**src/trrg_pkg.sv**
```systemverilog
// Shared types, constants and codes for the terrain reflected radiation grid.
package trrg_pkg;

	localparam int DEF_MAX_WIDTH = 1024;
	localparam int NR_AROUND     = 2;
	localparam int ALB_ROWS      = 5;
	localparam int CTR_ROWS      = 3;
	localparam int SUM_W         = 20;
	localparam int CNT_W         = 5;
	localparam int MUL_W         = 17;
	localparam int PROD_W        = 2 * MUL_W;
	localparam int ALB_W         = 17;
	localparam int CTR_W         = 49;
	localparam logic [15:0] ONE_Q15 = 16'd32768;

	typedef enum logic [0:0] {
		REG_GRID_WIDTH  = 1'b0,
		REG_GRID_HEIGHT = 1'b1
	} cfg_idx_t;

	typedef enum logic [3:0] {
		S_IDLE,
		S_WRITE,
		S_CTR_RD,
		S_CTR_LAT,
		S_SUM,
		S_DRAIN,
		S_DIV_START,
		S_DIV_WAIT,
		S_MUL1,
		S_MUL2,
		S_MUL3,
		S_MUL4,
		S_OUT
	} state_t;

	typedef struct packed {
		logic             start;
		logic [SUM_W-1:0] dividend;
		logic [CNT_W-1:0] divisor;
	} div_req_t;

	typedef struct packed {
		logic             done;
		logic [SUM_W-1:0] quot;
	} div_rsp_t;

endpackage

```
**src/trrg_mul.sv**
```systemverilog
// Shared 17x17 multiplier with registered product.
module trrg_mul (
	input  logic                        clk,
	input  logic [trrg_pkg::MUL_W-1:0]  a,
	input  logic [trrg_pkg::MUL_W-1:0]  b,
	output logic [trrg_pkg::PROD_W-1:0] p
);
	import trrg_pkg::*;

	logic [PROD_W-1:0] p_q;

	always_ff @(posedge clk) begin
		p_q <= PROD_W'(a) * PROD_W'(b);
	end

	assign p = p_q;

endmodule

```
**config.mk**
```make
export PLATFORM = sky130hd
export DESIGN_NAME = trrg_mul
export DESIGN_NICKNAME = d
export VERILOG_FILES = /design/src/trrg_pkg.sv /design/src/trrg_mul.sv
export SDC_FILE = /design/constraint.sdc
export NUM_CORES = 1
export LEC_CHECK = 0
export ABC_AREA = 1
export BUFFER_PORTS_ARGS = -buffer_cell sky130_fd_sc_hd__buf_2
export CAP_MARGIN = 20
export CORE_AREA = 4 4 153 155
export CTS_BUF_LIST = sky130_fd_sc_hd__clkbuf_4
export DETAILED_ROUTE_END_ITERATION = 16
export DIE_AREA = 0 0 157 159
export PLACE_DENSITY = 0.71
export SLEW_MARGIN = 10
export SYNTH_ARGS = -nofsm -noshare
export SYNTH_HDL_FRONTEND = slang
export SYNTH_SLANG_ARGS = --single-unit
```
**constraint.sdc**
```tcl
create_clock -name clk -period 6.9 [get_ports clk]
set_clock_uncertainty 0.1 [all_clocks]
set_input_delay 1.035 -clock clk [delete_from_list [all_inputs] [get_ports clk]]
set_output_delay 1.035 -clock clk [all_outputs]
set_load 0.1 [all_outputs]
```
### Word level (Yosys, flattened, before mapping)

Cells that the tools add are included.

* shift operators: 0
* eq/ne operators: 0
* multipliers: 1
* div/mod/pow operators: 0
* order comparisons: 0
* add/subtract/negate cells: 0
* reductions and logical operators: 0
* bitwise operators: 0
* muxes and demuxes: 0

Operators with widths (count)
* $mul A17 B17 Y34: 1

* input port bits: 35
* memories: 0
* output and inout port bits: 34
* latch bits: 0
* logic and storage cells: 2
* bits in read-only memories: 0
* register bits: 34
* bits in writable memories: 0

### Longest topological paths before layout

* depth after elaboration: 1
* mapped depth: 27

### Worst setup path before layout

Ideal clock, no wire load.

* path kind: input to register
* start point: in a[7] in the netlist's numbering
* end point: reg p_q[27] (netlist: p[27])
* cell stages on the path: 25
* library setup time: 0.112 ns
* path slack: 0.888 ns
* buffers on the path: 2
* arrival: 5.799 ns
* required time: 6.688 ns
* cells stage by stage: clkbuf_1 -> clkbuf_1 -> nand2_1 -> fa_1 -> inv_1 -> fa_1 -> inv_1 -> fa_1 -> inv_1 -> fa_1 -> fa_1 -> inv_1 -> fa_1 -> inv_1 -> ha_1 -> nand2_1 -> inv_2 -> nand2_1 -> inv_1 -> a21oi_1 -> nand2_2 -> nand2_2 -> nand2_1 -> nand2_1 -> nand2_1

* cells in the longest elaborated chain, start to end: 1

RTL lines
* from (decl): line trrg_mul.sv:4 `input logic [trrg_pkg::MUL_W-1:0] a,`
* $mul A17 B17 Y34: line trrg_mul.sv:13 `p_q <= PROD_W'(a) * PROD_W'(b);`
* to (signal assigned): line trrg_mul.sv:13
* to (decl): line trrg_mul.sv:10 `logic [PROD_W-1:0] p_q;`

No other way between the ends.

### Worst setup path after layout

* start point: in b[8] in the netlist's numbering
* end point: reg p_q[20] (netlist: p[20])

* cells in the longest elaborated chain, start to end: 1

RTL lines
* from (decl): line trrg_mul.sv:5 `input logic [trrg_pkg::MUL_W-1:0] b,`
* $mul A17 B17 Y34: line trrg_mul.sv:13

No other way between the ends.

==> key figures <==
STA
  – Worst-Margin Slew: 0.4989 ns
  – Setup violators final: 0
  – Period minus WS final: 5.969 ns
  – Slew headroom: 66.97%
  – Final critical-path share of the clock period: 86.50%
  – Max-slew violation count: 0
  – Endpoints failing hold: 0
  – Setup TNS: 0 ns
  – RSZ-0062 raised after global routing: false
  – Fmax: 0.1675 GHz

Synth
  – Post-synth EDFFs: 0
  – Seq cells post-synth: 34
  – Post-synth ARST share: 0%
  – Yosys top cell by area: fa_1
  – Synthesized net count: 1911
  – Syn Area/Cell: 7.291 um^2
  – Yosys warnings: 0
  – Sequential share of the synthesized area: 6.046%
  – Yosys top cell area share: 39.84%
  – Synth Instances: 1544
  – Netlist cell types: 24
  – Top cells by area, synth: fa_1, inv_1, nand2_1, ha_1, dfxtp_1
  – Synth Flop Type: dfxtp_1
  – Post-Syn Area: 11260 um^2

Drt
  – Detailed-route DRC error count: 0
  – Per-cell routed wire length: 13.98 um
  – Routed Antenna Nets: 0
  – Via density: 4.859
  – DRT iter0 DRCs: 485
  – Via count: 8896
  – Routed WL: 25600 um
  – Initial DRT Pass Iterations: 6

Clock tree
  – Max Buffers Root-to-Sink: 2
  – Sink Count: 34
  – Root Buffer: clkbuf_4
  – CTS tree: built
  – Cts hold-fix bufs: 0
  – Clock slew at reported path FFs: 0.10 ns
  – Setup Fix Bufs, Post-CTS: 0
  – Htree depth: 2
  – Number of buffers created by CTS: 5
  – Post-CTS sizing: 0

Global route
  – GRT Overall Usage: 21.90%
  – Initial antenna violation count: 1
  – Number of global-route vias before repair: 9448
  – First-pass GRT wire length: 44930 um
  – Grt total ovfl: 0
  – Pin count of the biggest net entering global routing: 18

Layout
  – Fillers: 2144
  – Ant diodes: 0
  – P&R area growth vs syn: 4.302%
  – Area of the multi-input gates: 8448 um^2
  – Final Net Count: 1919
  – Largest register FFs: 34
  – Layout cells sized above 1: 7.157%
  – Register area: 680.7 um^2

Die
  – I/O pin total: 69
  – Row Count: 54
  – Core box area: 21820 um^2
  – Die width: 157 um
  – Die Y: 159 um
  – Initial Util: 51.58%
  – DIE AREA: 24960 um^2

Critical path
  – Startpoint types: primary input
  – Worst setup EP type: flop
  – Setup CP Type: in -> reg
  – Crit-path max FO: 17
  – Worst Path Arrival: 6.08 ns
  – CP startpoint: b[8]
  – CP Data Required Time: 7.01 ns

Placement
  – HPWL Detailed: 22160 um
  – Placer Congestion: 0.9163
  – Port buffer count: 68

Min path
  – Min-Delay Endpoint: p[0]
  – Hold Path Class: in -> reg
  – Hold path cells: 3
  – Worst hold start: a[0]

Flow run
  – MaxCap Viol Count: 0

Run status
  – Status: finished, final reports clean
## routing by layer
metal	share of wire, %	vias up	global-route usage (%)
met3	5.8	57	3.534
met5	0.051	-	0
met4	2.5	2	5.444
met2	49	251	36.49
li1	-	4263	-
met1	42	4323	29.92
## synthesized netlist by cell type, types with 4 or more instances
master	instances
a21oi_1	20
clkbuf_1	68
dfxtp_1	34
fa_1	224
ha_1	108
inv_1	496
nand2_1	475
nand2_2	18
nand3_1	19
nand3_2	6
nand4_1	5
nor2_1	36
o21bai_1	4
xor2_1	13
## final cells by class
type / instances / area share [%]
Tap cell: 280 / 2.984
Inverter: 499 / 15.95
Multi-Input combinational cell: 943 / 71.95
Clock inverter: 1 / 0.03197
Clock buffer: 5 / 0.3197
Timing Repair Buffer: 69 / 2.962
Sequential cell: 34 / 5.797
## per-stage QoR
step	worst slack, ns	hold WS, ns	cell area (um^2)	std cells	utilization, %
2_1_floorplan	0.8885	1.238	11260	1544	-
3_3_place_gp	0.6218	1.345	11700	1825	53.61
3_5_place_dp	0.5590	1.360	11700	1825	53.61
4_1_cts	0.9136	0.9727	11740	1831	53.80
5_1_grt	0.6875	0.9810	11740	1831	53.80
6_report	0.9315	0.9944	11740	1831	53.80
## worst max-delay path by stage
stage                 end  slack [ns]  depth (start not counted)
CTS                 p[20]        0.91                         19
finish              p[20]        0.93                         19
global route        p[20]        0.69                         21
floorplan           p[27]        0.89                         25
detailed placement  p[20]        0.56                         21
global placement    p[20]        0.62                         21
## cell usage in the layout, fill, tap and decap left out, types with 2 or more instances in the layout
cell and instances:
fa_1 224, nor2_2 3, inv_1 496, nand2_2 18
a21oi_1 20, nor2_1 36, nor2_4 2, nand3_2 6
ha_1 108, nor3_2 2, clkbuf_4 5, nand2_1 475
inv_2 3, xnor2_1 3, buf_2 68, dfxtp_1 34
o21bai_1 4, nand3_1 19, xor2_1 13, nand4_1 5
## critical path, cell delays in order
cell,delay [ns]
buf_2,0.35
nand2_1,0.15
fa_1,0.56
inv_1,0.06
fa_1,0.50
fa_1,0.64
fa_1,0.49
fa_1,0.50
inv_1,0.05
fa_1,0.47
inv_1,0.04
ha_1,0.36
nand2_1,0.15
nor2_2,0.16
nand2_1,0.08
a21oi_1,0.24
nor2_1,0.07
nand2_1,0.06
nand2_1,0.10
## cell families (layout without fill, tap and decap cells)
group	count (synthesis)	after routing	share of synthesized area (%)
compound gates	28	28	1.578
simple gates	567	567	20.38
fa+ha+maj	332	332	51.84
buf+inv	567	574	18.91
xor+xnor	16	16	1.245
flops	34	34	6.046
Power is left out: the tool's default activity adds up to more than one toggle a clock period on the data nets, which glitch-free logic cannot reach.
