## src/trrg_pkg.sv

```systemverilog
// Shared types, constants and codes for the terrain reflected radiation grid.
package trrg_pkg;

	localparam int DEF_MAX_WIDTH = 1024;
	localparam int NR_AROUND     = 2;
	localparam int ALB_ROWS      = 5;
	localparam int CTR_ROWS      = 3;
	localparam int SUM_W         = 20;
	localparam int CNT_W         = 5;
	localparam int MUL_W         = 17;
	localparam int PROD_W        = 2 * MUL_W;
	localparam int ALB_W         = 17;
	localparam int CTR_W         = 49;
	localparam logic [15:0] ONE_Q15 = 16'd32768;

	typedef enum logic [0:0] {
		REG_GRID_WIDTH  = 1'b0,
		REG_GRID_HEIGHT = 1'b1
	} cfg_idx_t;

	typedef enum logic [3:0] {
		S_IDLE,
		S_WRITE,
		S_CTR_RD,
		S_CTR_LAT,
		S_SUM,
		S_DRAIN,
		S_DIV_START,
		S_DIV_WAIT,
		S_MUL1,
		S_MUL2,
		S_MUL3,
		S_MUL4,
		S_OUT
	} state_t;

	typedef struct packed {
		logic             start;
		logic [SUM_W-1:0] dividend;
		logic [CNT_W-1:0] divisor;
	} div_req_t;

	typedef struct packed {
		logic             done;
		logic [SUM_W-1:0] quot;
	} div_rsp_t;

endpackage

```

## src/trrg_div.sv

```systemverilog
// Restoring radix-2 divider: window sum over cell count, one quotient bit a cycle.
module trrg_div (
	input  logic              clk,
	input  logic              arst_n,
	input  trrg_pkg::div_req_t req,
	output trrg_pkg::div_rsp_t rsp
);
	import trrg_pkg::*;

	localparam int IW = $clog2(SUM_W);

	logic [SUM_W-1:0] num_q;
	logic [CNT_W:0]   rem_q;
	logic [CNT_W-1:0] den_q;
	logic [IW-1:0]    cnt_q;
	logic             busy_q;
	logic             done_q;
	logic [CNT_W:0]   trial;

	// shift in the next dividend bit
	assign trial = {rem_q[CNT_W-1:0], num_q[SUM_W-1]};

	always_ff @(posedge clk or negedge arst_n) begin
		if (!arst_n) begin
			busy_q <= 1'b0;
			done_q <= 1'b0;
			cnt_q  <= '0;
		end else begin
			done_q <= 1'b0;
			if (req.start) begin
				busy_q <= 1'b1;
				cnt_q  <= '0;
			end else if (busy_q) begin
				if (cnt_q == IW'(SUM_W - 1)) begin
					busy_q <= 1'b0;
					done_q <= 1'b1;
				end
				cnt_q <= cnt_q + 1'b1;
			end
		end
	end

	// datapath: quotient bits replace dividend bits from the bottom
	always_ff @(posedge clk) begin
		if (req.start) begin
			num_q <= req.dividend;
			den_q <= req.divisor;
			rem_q <= '0;
		end else if (busy_q) begin
			if (trial >= {1'b0, den_q}) begin
				rem_q <= trial - {1'b0, den_q};
				num_q <= {num_q[SUM_W-2:0], 1'b1};
			end else begin
				rem_q <= trial;
				num_q <= {num_q[SUM_W-2:0], 1'b0};
			end
		end
	end

	assign rsp.done = done_q;
	assign rsp.quot = num_q;

endmodule

```

## config.mk

```make
export PLATFORM = sky130hd
export DESIGN_NAME = trrg_div
export DESIGN_NICKNAME = d
export VERILOG_FILES = /design/src/trrg_pkg.sv /design/src/trrg_div.sv
export SDC_FILE = /design/constraint.sdc
export NUM_CORES = 1
export LEC_CHECK = 0
export ABC_AREA = 1
export BUFFER_PORTS_ARGS = -buffer_cell sky130_fd_sc_hd__buf_2
export CAP_MARGIN = 25
export CORE_MARGIN = 2
export CORE_UTILIZATION = 25
export DETAILED_ROUTE_END_ITERATION = 10
export GPL_TIMING_DRIVEN = 1
export RECOVER_POWER = 100
export SETUP_SLACK_MARGIN = 0.1
export SLEW_MARGIN = 20
export SYNTH_ARGS = -nofsm -noshare
export SYNTH_HDL_FRONTEND = slang
export SYNTH_SLANG_ARGS = --single-unit
```

## constraint.sdc

```tcl
create_clock -name clk -period 1.54 [get_ports clk]
set_input_delay 0.462 -clock clk [delete_from_list [all_inputs] [get_ports clk]]
set_output_delay 0.462 -clock clk [all_outputs]
set_load 0.005 [all_outputs]
```

Word level (Yosys, flattened, before mapping) --
Cells that the tools add are included. W data, S select, Z words.
Cells by class: div/mod/pow operators 0, shift operators 0, equal/unequal tests 1, $lt $le $gt $ge 1, bitwise logic cells 0, reductions and logical operators 1, add/subtract/negate cells 2, multiplexer cells 12, multipliers 0
Operators by type and width (count):
- $mux W20 | 2
- $mux W5 | 3
- $mux W1 | 7
- $ge A6 B5 Y1 | 1
- $add A5 B1 Y5 const B | 1
- $eq A5 B5 Y1 const B | 1
- $sub A5 B5 Y5 | 1
- $reduce_bool A2 Y1 | 1
Storage, ports and cells: ROM bits 0, word-level logic and storage cells 23, bits in writable memories 0, bits in latches 0, output and inout port bits 21, input port bits 28, memories kept 0, bits in registers 37

Longest topological paths before layout --
Gate-level depths: netlist (run 1).
depth after elaboration 4, depth in mapped cells 11, depth with buffers taken out 11

Worst setup path after synthesis (run 1) --
No wires, ideal clock.
kind register to register, start register num_q[19], end register num_q[0] (data pin), stages on the path, launching flop included 9, setup slack -0.087 ns, period minus slack after synthesis 1.627 ns, data required time 1.276 ns, arrival 1.363 ns, setup time 0.264 ns, path buffers 0, cells stage by stage edfxtp_1 > inv_1 > ha_1 > inv_1 > fa_1 > nand2_1 > nand2_2 > nand3_4 > a31oi_1
On the way: longest elaborated chain between the ends 4
RTL lines:
- from (decl) | RTL line trrg_div.sv:12 | logic [SUM_W-1:0] num_q;
- from (signal assigned) | RTL line trrg_div.sv:46 | num_q <= req.dividend;
- from (signal assigned) | RTL line trrg_div.sv:52 | num_q <= {num_q[SUM_W-2:0], 1'b1};
- from (signal assigned) | RTL line trrg_div.sv:55 | num_q <= {num_q[SUM_W-2:0], 1'b0};
- $ge A6 B5 Y1 | RTL line trrg_div.sv:50 | if (trial >= {1'b0, den_q}) begin
- $mux W1 | RTL line trrg_div.sv:50
- $mux W20 | RTL line trrg_div.sv:49 | end else if (busy_q) begin
- $mux W20 | RTL line trrg_div.sv:45 | if (req.start) begin
No other way between the ends. The select of a mux whose other input is x is not followed. A chain may end at the register's enable or synchronous reset.

Worst setup path in the final report (run 1) --
Same ends and word-level chain as after synthesis.

==> metrics.yaml, run 1 <==
logic_synthesis:
  synth_top_family_by_area: "simple AND/OR/NAND/NOR gates"
  yosys.area.top_type: "edfxtp_1"
  synth_fa_ha_area_share_pct: 5.25
  synthXorXnorAreaFrac_pct: 0.484
  syn_area_per_cell_um2: 9.28
  ys_seq_area_share_pct: 56.7
  yosys_warnings: 0
  synth-edff-count: 25
  synth_compound_area_share_pct: 2.56
  netlist_area_mm2: 0.00181
  synth-seq-cells: 37
  synthArstFlopShare_pct: 18.9
  synth-simple-area-share_pct: 29.4
  synth_flop_cell: "edfxtp_1"
  synthMuxAreaShare_pct: 0
  synth.distinct_cells: 27
  syn_inst: 195
  synthTopCellsByArea: "edfxtp_1, nand2_1, dfrtp_1, dfxtp_1, ha_1"
  synth_top_area_share_pct: 41.5
  syn-num-nets: 230
setup_path:
  crit_chain: "inv_2 > ha_4 > inv_2 > fa_2 > nand2_2 > nand2_2 > nand3_4 > a31oi_1"
  cp-start-kind: "register"
  slowest_stage: "edfxtp_1"
  crit_required_ns: 1.58
  cp-end-kind: "register"
  crit_fanout: 7
  critical_path_class: "reg2reg"
  reg2reg_depth: 8
  cp.arrival_ns: 1.66
  cp_slowest_stage_delay_ns: 0.41
power_and_ir_drop:
  p_total_mw: 2.85
  p_per_area_mw_per_mm2: 1220
  vdd_drop_max_v: 0.000448
  p_leak_nw: 1.12
global_routing:
  grt_max_degree: 21
  grt_pass1_vias: 1364
  grt_antenna_before_repair: 0
  grt_pass1_wl_um: 6130
  grt_overflow: 0
  grt_use_total_pct: 10.1
die:
  initial_core_util_pct: 25.4
  die-area_mm2: 0.00794
  rows: 31
  die_h_um: 89.1
  num_io_pins: 49
  dieWidth_um: 89.1
  core_mm2: 0.00714
run_status:
  status: "finished with violations"
  violations: "negative setup slack"
drt:
  drc_errors: 0
  ant_nets: 0
  viasPerCell: 4.05
  first_iter_violations: 62
  wl_per_cell_um: 10.7
  dr.pass1.iters: 4
  wl_um: 3800
  num_vias: 1436
clock_network:
  cts_tree: "done"
  cts_inserted_buffers: 5
  cts_buffer_depth: 2
  clkTransAtPathRegs_ns: 0.07
  htree_levels: 2
  root_buffer: "clkbuf_8"
  cts_sinks: 37
  clock_latency_ns: 0.29
final_layout:
  finalNonFillerCells: 355
  fin_area_mm2: 0.00233
  final_nets: 290
  diodes: 0
  final_util_pct: 32.6
  area_growth_pct: 28.6
  drive_gt1_share_pct: 26.2
timing:
  finClkSkew_ns: 0.00390
  holdWs_ns: 0.343
  setup_viol: 6
  post-route-period-util_pct: 105
  slew_headroom_pct: 61.0
  hold_viol: 0
  setup_tns_ns: -0.334
  tightestPinTransition_ns: 0.586
  rsz0062_at_grt: "yes"
  max_freq_mhz: 618
  drv_slew: 0
  fin_ws_ns: -0.0782
  min_period_ns: 1.62
placement:
  port_buffers: 48
  placed_area_mm2: 0.00223
  place_hpwl_um: 2750
  place.gp.congestion: 0.766
  dp.cells: 345
  pre_cts_slack_ns: -0.0836
flow_run:
  maxCapViolations: 0
worst_hold_path:
  hold_class: "in2reg"
  min_path_cells: 1
## critical path, delay by kind of cell (launching register included)
kind | cells | cell delay [ns]
simple gates | 3 | 0.26
fa+ha+maj | 2 | 0.47
compound gates | 1 | 0.10
flops | 1 | 0.41
buf+inv | 2 | 0.13
## power breakdown
part / internal (mW) / switching, mW / leakage (nW)
registers: 1.20 / 0.0949 / 0.400
logic: 0.385 / 0.506 / 0.674
clock network: 0.314 / 0.348 / 0.0450
total: 1.90 / 0.949 / 1.12
## cells in the final DEF, fill, tap and decap left out, types with 6 or more instances in the layout
master	instances
nand2_1	79
buf_2	30
edfxtp_1	25
clkbuf_1	20
inv_1	16
nand3_1	7
dfrtp_1	7
buf_4	7
nor2_1	6
nand2_2	6
nor3_1	6
## cells in the mapped netlist (2+ instances only)
cell,n
a21oi_1,4
a31oi_1,2
buf_2,3
clkbuf_1,2
dfrtp_1,7
dfxtp_1,5
edfxtp_1,25
ha_1,6
inv_1,19
nand2_1,84
nand3_1,11
nor2_1,6
nor2_4,2
nor3_1,6
## logic make-up after synthesis
kind of cell    Yosys count
simple gates            117
flops                    37
buf+inv                  25
compound gates            8
fa+ha+maj                 7
xor+xnor                  1
## path summary, 6_finish.rpt
kind                            from  endpoint  slack, ns
setup / recovery           num_q[19]  num_q[0]      -0.08
hold / removal                req[4]  den_q[4]       0.34
setup reg to reg           num_q[19]  num_q[0]      -0.08
hold reg to reg             rem_q[4]  rem_q[4]       0.46
max in group asynchronous     arst_n  cnt_q[0]       0.68
min in group asynchronous     arst_n    done_q       0.59
## flip-flops by register name (all words and copies together), names as in the netlist
register,count
busy_q,1
cnt_q,5
den_q,5
done_q,1
num_q,20
rem_q,5
## final cells by class
| type | count | area, µm² |
|---|---|---|
| Multi-Input combinational cell | 133 | 731 |
| Inverter | 19 | 71.3 |
| Clock inverter | 2 | 10.0 |
| Clock buffer | 6 | 72.6 |
| Tap cell | 99 | 124 |
| Timing Repair Buffer | 59 | 294 |
| Sequential cell | 37 | 1030 |
| Fill cell | 767 | 4810 |
## metal layers
metal  share of wire, %  global-route usage, %  wire (µm)  up-vias
met3                4.4                   3.42        169        6
met4                1.5                   3.53         56        0
met5                  0                      0          0        -
li1                   -                      -          -      747
met2                 48                   15.9       1830       25
met1                 46                   13.0       1740      658
## what timing repair did
item | in CTS | in global routing
endpoints found under the setup margin | 6 | 7
pin swaps | 4 | 2
gates resized for setup | 7 | 6
hold endpoints to repair | 7 | 0
buffers inserted | 1 | 0
hold buffers | 1 | 0
(Power assumes the default switching activity.)
==> run 2, diff against run 1 <==
--- a/config.mk
+++ b/config.mk
@@ -8,9 +8,11 @@
 export ABC_AREA = 1
 export BUFFER_PORTS_ARGS = -buffer_cell sky130_fd_sc_hd__buf_2
 export CAP_MARGIN = 25
+export CORE_ASPECT_RATIO = 1.5
 export CORE_MARGIN = 2
 export CORE_UTILIZATION = 25
 export DETAILED_ROUTE_END_ITERATION = 10
+export GPL_ROUTABILITY_DRIVEN = 0
 export GPL_TIMING_DRIVEN = 1
 export RECOVER_POWER = 100
 export SETUP_SLACK_MARGIN = 0.1
==> metrics.yaml, run 2 (same netlist as run 1, synthesis figures left out) <==
drt:
  num_vias: 1461  # was 1,436
  dr.pass1.iters: 4  # unchanged
  wl_met2_um: 2070  # was 1830 µm
  first_iter_violations: 27  # was 62
  top_layer: "met4"  # unchanged
  wl_um: 3960  # was 3800 µm
  route.met3.wl_um: 148  # was 169 µm
  drc_errors: 0  # unchanged
  ant_nets: 0  # unchanged
  wl_per_cell_um: 11.7  # was 10.7 µm
  wl_met1_um: 1640  # was 1740 µm
  viasPerCell: 4.32  # was 4.05
setup_path:
  cp.arrival_ns: 1.66  # about the same
  crit_required_ns: 1.57  # was 1.58 ns
  timing.reg2reg.setup_slack_ns: -0.08  # about the same
  crit_chain: "inv_2 > ha_4 > inv_2 > fa_2 > nand2_2 > nand2_4 > nand3_4 > a31oi_1"  # was inv_2 > ha_4 > inv_2 > fa_2 > nand2_2 > nand2_2 > nand3_4 > a31oi_1
  cp_slowest_stage_delay_ns: 0.41  # about the same
  cpLargestDelayFamily: "adder cells"  # unchanged
  crit_buf_inv: 2  # unchanged
  critical_path_class: "reg2reg"  # unchanged
  reg2reg_depth: 8  # unchanged
  slowest_stage: "edfxtp_1"  # unchanged
  rr_startpoint: "num_q[19]"  # unchanged
  reg2reg_to: "num_q[0]"  # unchanged
  cp-end-kind: "register"  # unchanged
  critPathMostFrequentCell: "inv_2"
  crit_fanout: 7  # unchanged
  cp-start-kind: "register"  # unchanged
final_layout:
  diodes: 0  # unchanged
  final_util_pct: 32.7  # was 32.6%
  final_nets: 292  # was 290
  fill_cells: 761  # was 767
  final_common_cell: "nand2_1"  # unchanged
  top_register: "num_q"  # unchanged
  drive_gt1_share_pct: 27.1  # was 26.2%
  area_growth_pct: 29.0  # was 28.6%
  largest_reg_flops: 20  # unchanged
  final_cell_mix: "nand2_1, buf_2, edfxtp_1"  # unchanged
run_status:
  status: "finished with violations"  # unchanged
  violations: "negative setup slack"  # unchanged
placement:
  port_buffers: 48  # unchanged
  place_hpwl_um: 2960  # was 2750 µm
die:
  num_io_pins: 49  # unchanged
  rows: 38  # was 31
  core_mm2: 0.00713  # was 0.00714 mm²
  dieWidth_um: 73.5  # was 89.1 µm
  die_h_um: 108  # was 89.1 µm
  die-area_mm2: 0.00795  # was 0.00794 mm²
  initial_core_util_pct: 25.4  # about the same
timing:
  hold_viol: 0  # unchanged
  finClkSkew_ns: 0.00540  # was 0.00390 ns
  setup_tns_ns: -0.322  # was -0.334 ns
  min_period_ns: 1.62  # about the same
  tightestPinTransition_ns: 0.812  # was 0.586 ns
  max_freq_mhz: 616  # was 618 MHz
  rsz0062_at_grt: "yes"  # unchanged
  post-route-period-util_pct: 105  # about the same
  drv_slew: 0  # unchanged
  slew_headroom_pct: 45.9  # was 61.0%
  fin_ws_ns: -0.0836  # was -0.0782 ns
  setup_viol: 6  # unchanged
flow_run:
  maxCapViolations: 0  # unchanged
clock_network:
  clkTransAtPathRegs_ns: 0.07  # about the same
  cts_buffer_depth: 2  # unchanged
  clock_latency_ns: 0.29  # about the same
  cts_sinks: 37  # unchanged
  htree_levels: 2  # unchanged
  cts_tree: "done"  # unchanged
  cts_inserted_buffers: 5  # unchanged
  root_buffer: "clkbuf_8"  # unchanged
power_and_ir_drop:
  vdd_drop_max_v: 0.000491  # was 0.000448 V
  p_total_mw: 2.85  # about the same
  p_leak_nw: 1.15  # was 1.12 nW
  p_per_area_mw_per_mm2: 1220  # about the same
global_routing:
  grt_overflow: 0  # unchanged
  grt_max_degree: 22  # was 21
  grt_pass1_vias: 1426  # was 1,364
  grt_antenna_before_repair: 0  # unchanged
  grt_use_total_pct: 10.7  # was 10.1%
  grt_pass1_wl_um: 6330  # was 6130 µm
worst_hold_path:
  hold_path_end: "den_q[3]"  # was den_q[4]
  min_path_cells: 1  # unchanged
  hp-start: "req[3]"  # was req[4]
  hold_class: "in2reg"  # unchanged
-- run 2: cell count changes in the layout (fill, tap and decap cells not counted), moves of 2 or more --
cell,before,now
nand3_2,5,2
buf_6,0,2
clkbuf_2,2,0
nand2_2,6,2
nand2_1,79,82
nand3_1,7,10
clkbuf_1,20,14
buf_2,30,36
-- run 2: worst max path at each step --
| stage | start | endpoint | cells after the start |
|---|---|---|---|
| detailed placement | num_q[19] | num_q[0] | 8 |
| global placement | num_q[19] | num_q[0] | 8 |
| finish | num_q[19] | num_q[0] | 8 |
| global route | num_q[19] | rem_q[3] | 11 |
| CTS | num_q[19] | num_q[0] | 8 |
| floorplan | num_q[19] | num_q[0] | 8 |
-- run 2: area by class of cell --
type	instances	area, µm²	share of cell area [%]
multi-input cells	133	713	30.5
inverters	19	71.3	3.05
clock buffers	6	72.6	3.11
well taps	80	100	4.29
flip-flops and latches	37	1030	43.9
repair buffers	61	342	14.6
clock inverters	2	10.0	0.429
-- run 2: what timing repair did --
action	CTS	global route
pin swaps	6	7
setup endpoints to repair	6	7
endpoints found under the hold margin	7	0
resized for setup	5	5
hold buffers	1	0
buffers inserted	6	1
-- run 2: per-layer routing --
layer | global-route usage (%) | vias to the layer above
met3 | 2.70 | 9
met1 | 11.0 | 668
met5 | 0 | -
met4 | 6.10 | 0
li1 | - | 749
met2 | 19.2 | 35
-- run 2: stage by stage --
step,std cells,instance area [µm²],worst slack [ns],hold WS (ns)
after floorplan,195,1810,-0.0342,0.166
after global placement,323,2180,-0.0515,0.303
after detailed placement,323,2180,-0.109,0.306
after CTS,338,2330,-0.0676,0.331
after global routing,338,2330,-0.148,0.331
final,338,2330,-0.0836,0.347
-- run 2: power breakdown --
group | internal [mW] | leakage (nW) | switching [mW]
registers | 1.21 | 0.400 | 0.0941
clock network | 0.313 | 0.0450 | 0.333
logic | 0.401 | 0.702 | 0.505
==> run 3, diff against run 2 <==
--- a/config.mk
+++ b/config.mk
@@ -14,6 +14,7 @@
 export DETAILED_ROUTE_END_ITERATION = 10
 export GPL_ROUTABILITY_DRIVEN = 0
 export GPL_TIMING_DRIVEN = 1
+export PLACE_DENSITY = 0.57
 export RECOVER_POWER = 100
 export SETUP_SLACK_MARGIN = 0.1
 export SLEW_MARGIN = 20
==> constraint.sdc (replaced) <==
create_clock -name clk -period 1.54 [get_ports clk]
set_input_delay 0.077 -clock clk [delete_from_list [all_inputs] [get_ports clk]]
set_output_delay 0.077 -clock clk [all_outputs]
set_load 0.005 [all_outputs]
==> metrics.yaml, run 3 (same netlist as run 1, synthesis figures left out) <==
run_status:
  status: "finished with violations"  # unchanged
  violations: "negative setup slack"  # unchanged
power_and_ir_drop:
  vdd_drop_max_v: 0.000684  # was 0.000491 V
  p_leak_nw: 1.17  # was 1.15 nW
  p_per_area_mw_per_mm2: 1230  # was 1220 mW/mm²
  p_total_mw: 2.92  # was 2.85 mW
setup_path:
  crit_required_ns: 1.57  # about the same
  cp-end-kind: "register"  # unchanged
  cp_slowest_stage_delay_ns: 0.40  # was 0.41 ns
  crit_chain: "inv_2 > ha_4 > inv_2 > fa_2 > nand2_2 > nand2_4 > nand3_4 > a31oi_1"  # unchanged
  crit_fanout: 7  # unchanged
  rr_startpoint: "num_q[19]"  # unchanged
  critical_path_class: "reg2reg"  # unchanged
  crit_buf_inv: 2  # unchanged
  cpLargestDelayFamily: "adder cells"  # unchanged
  slowest_stage: "edfxtp_1"  # unchanged
  cp.arrival_ns: 1.62  # was 1.66 ns
  crit_start: "num_q[19]"  # unchanged
  cp-start-kind: "register"  # unchanged
  critPathMostFrequentCell: "inv_2"  # unchanged
global_routing:
  grt.busiest_layer: "met2"  # unchanged
  grt_util_met2_pct: 17.7  # was 19.2%
  met1_usage_pct: 13.1  # was 11.0%
  grt_max_degree: 21  # was 22
  grt_antenna_before_repair: 0  # unchanged
  grt_use_total_pct: 10.6  # was 10.7%
  grt_pass1_wl_um: 6510  # was 6330 µm
  grt_pass1_vias: 1466  # was 1,426
  grt_overflow: 0  # unchanged
  use_met3_pct: 2.14  # was 2.70%
clock_network:
  root_buffer: "clkbuf_8"  # unchanged
  clkTransAtPathRegs_ns: 0.08  # was 0.07 ns
  clock_latency_ns: 0.29  # about the same
  cts_buffer_depth: 2  # unchanged
  htree_levels: 2  # unchanged
  cts_sinks: 37  # unchanged
  cts_inserted_buffers: 5  # unchanged
  cts_tree: "done"  # unchanged
timing:
  max_freq_mhz: 631  # was 616 MHz
  setup_viol: 6  # unchanged
  fin_ws_ns: -0.0438  # was -0.0836 ns
  min_period_ns: 1.58  # was 1.62 ns
  rsz0062_at_grt: "yes"  # unchanged
  finClkSkew_ns: 0.0117  # was 0.00540 ns
  holdWs_ns: 0.0576  # was 0.347 ns
  hold_viol: 0  # unchanged
  tightestPinTransition_ns: 0.400  # was 0.812 ns
  post-route-period-util_pct: 103  # was 105%
  slew_headroom_pct: 73.4  # was 45.9%
  setup_tns_ns: -0.133  # was -0.322 ns
  drv_slew: 0  # unchanged
die:
  initial_core_util_pct: 25.4  # unchanged
  rows: 38  # unchanged
  dieWidth_um: 73.5  # unchanged
  die_h_um: 108  # unchanged
  core_mm2: 0.00713  # unchanged
  die-area_mm2: 0.00795  # unchanged
  num_io_pins: 49  # unchanged
worst_hold_path:
  hold_class: "in2reg"  # unchanged
  hp-start: "req[21]"  # was req[3]
drt:
  dr.pass1.iters: 4  # unchanged
  num_vias: 1471  # was 1,461
  first_iter_violations: 31  # was 27
  wl_per_cell_um: 11.3  # was 11.7 µm
  wl_um: 3840  # was 3960 µm
  drc_errors: 0  # unchanged
  ant_nets: 0  # unchanged
  viasPerCell: 4.33  # was 4.32
final_layout:
  final_cell_mix: "nand2_1, buf_2, edfxtp_1"  # unchanged
  final_common_cell: "nand2_1"  # unchanged
  drive_gt1_share_pct: 28.5  # was 27.1%
  diodes: 0  # unchanged
  final_nets: 294  # was 292
  top_register: "num_q"  # unchanged
  largest_reg_flops: 20  # unchanged
  area_growth_pct: 31.8  # was 29.0%
flow_run:
  maxCapViolations: 0  # unchanged
placement:
  place_hpwl_um: 2890  # was 2960 µm
  port_buffers: 48  # unchanged
run 3: timing repair:
item / 4_1_cts / 5_1_grt
gates cloned: 0 / 0
buffers inserted: 1 / 1
endpoints found under the setup margin: 6 / 6
gates resized for setup: 6 / 5
hold buffers: 6 / 0
pin swaps: 7 / 7
endpoints found under the hold margin: 12 / 0
run 3: path summary, 6_finish.rpt:
| check | to | slack (ns) | cells past startpoint |
|---|---|---|---|
| worst max-delay path | num_q[0] | -0.04 | 8 |
| worst min-delay path | num_q[16] | 0.06 | 3 |
| worst max register to register | num_q[0] | -0.04 | 8 |
| worst min register to register | rem_q[4] | 0.46 | 2 |
| max in group asynchronous | done_q | 1.05 | 2 |
| min in group asynchronous | cnt_q[3] | 0.21 | 2 |
run 3: layer usage:
| metal | part of all wire, % | routed length [µm] |
|---|---|---|
| met1 | 43 | 1640 |
| met2 | 51 | 1970 |
| met3 | 4.2 | 161 |
| met4 | 1.8 | 69 |
| met5 | 0 | 0 |
run 3: stage by stage:
| step | setup WS, ns | cell area, µm² | util [%] | cells |
|---|---|---|---|---|
| after global routing | -0.150 | 2390 | 33.5 | 340 |
| after detailed placement | -0.0982 | 2190 | 30.7 | 324 |
| after CTS | -0.0639 | 2370 | 33.2 | 339 |
| after floorplan | -0.0342 | 1810 | - | 195 |
| after global placement | -0.0572 | 2190 | 30.7 | 324 |
| final | -0.0438 | 2390 | 33.5 | 340 |
run 3: area by class of cell:
cell class | instances | area, µm²
clock buffer | 6 | 82.6
clock inverter | 2 | 13.8
fill | 776 | 4750
inverter | 19 | 71.3
multi-input combinational | 133 | 726
sequential | 37 | 1030
tap | 80 | 100
timing repair buffer | 63 | 367
run 3: worst reg2reg max path, cell delays in order, from the launching register on:
cell	delay [ns]
edfxtp_1	0.40
inv_2	0.09
ha_4	0.12
inv_2	0.04
fa_2	0.34
nand2_2	0.09
nand2_4	0.06
nand3_4	0.11
a31oi_1	0.10
run 3: power by group:
group | switching, mW | leakage [nW] | internal [mW] | total, mW
Sequential | 0.0911 | 0.400 | 1.20 | 1.30
Clock | 0.347 | 0.0512 | 0.363 | 0.710
Combinational | 0.514 | 0.722 | 0.404 | 0.919
Total | 0.952 | 1.17 | 1.97 | 2.92
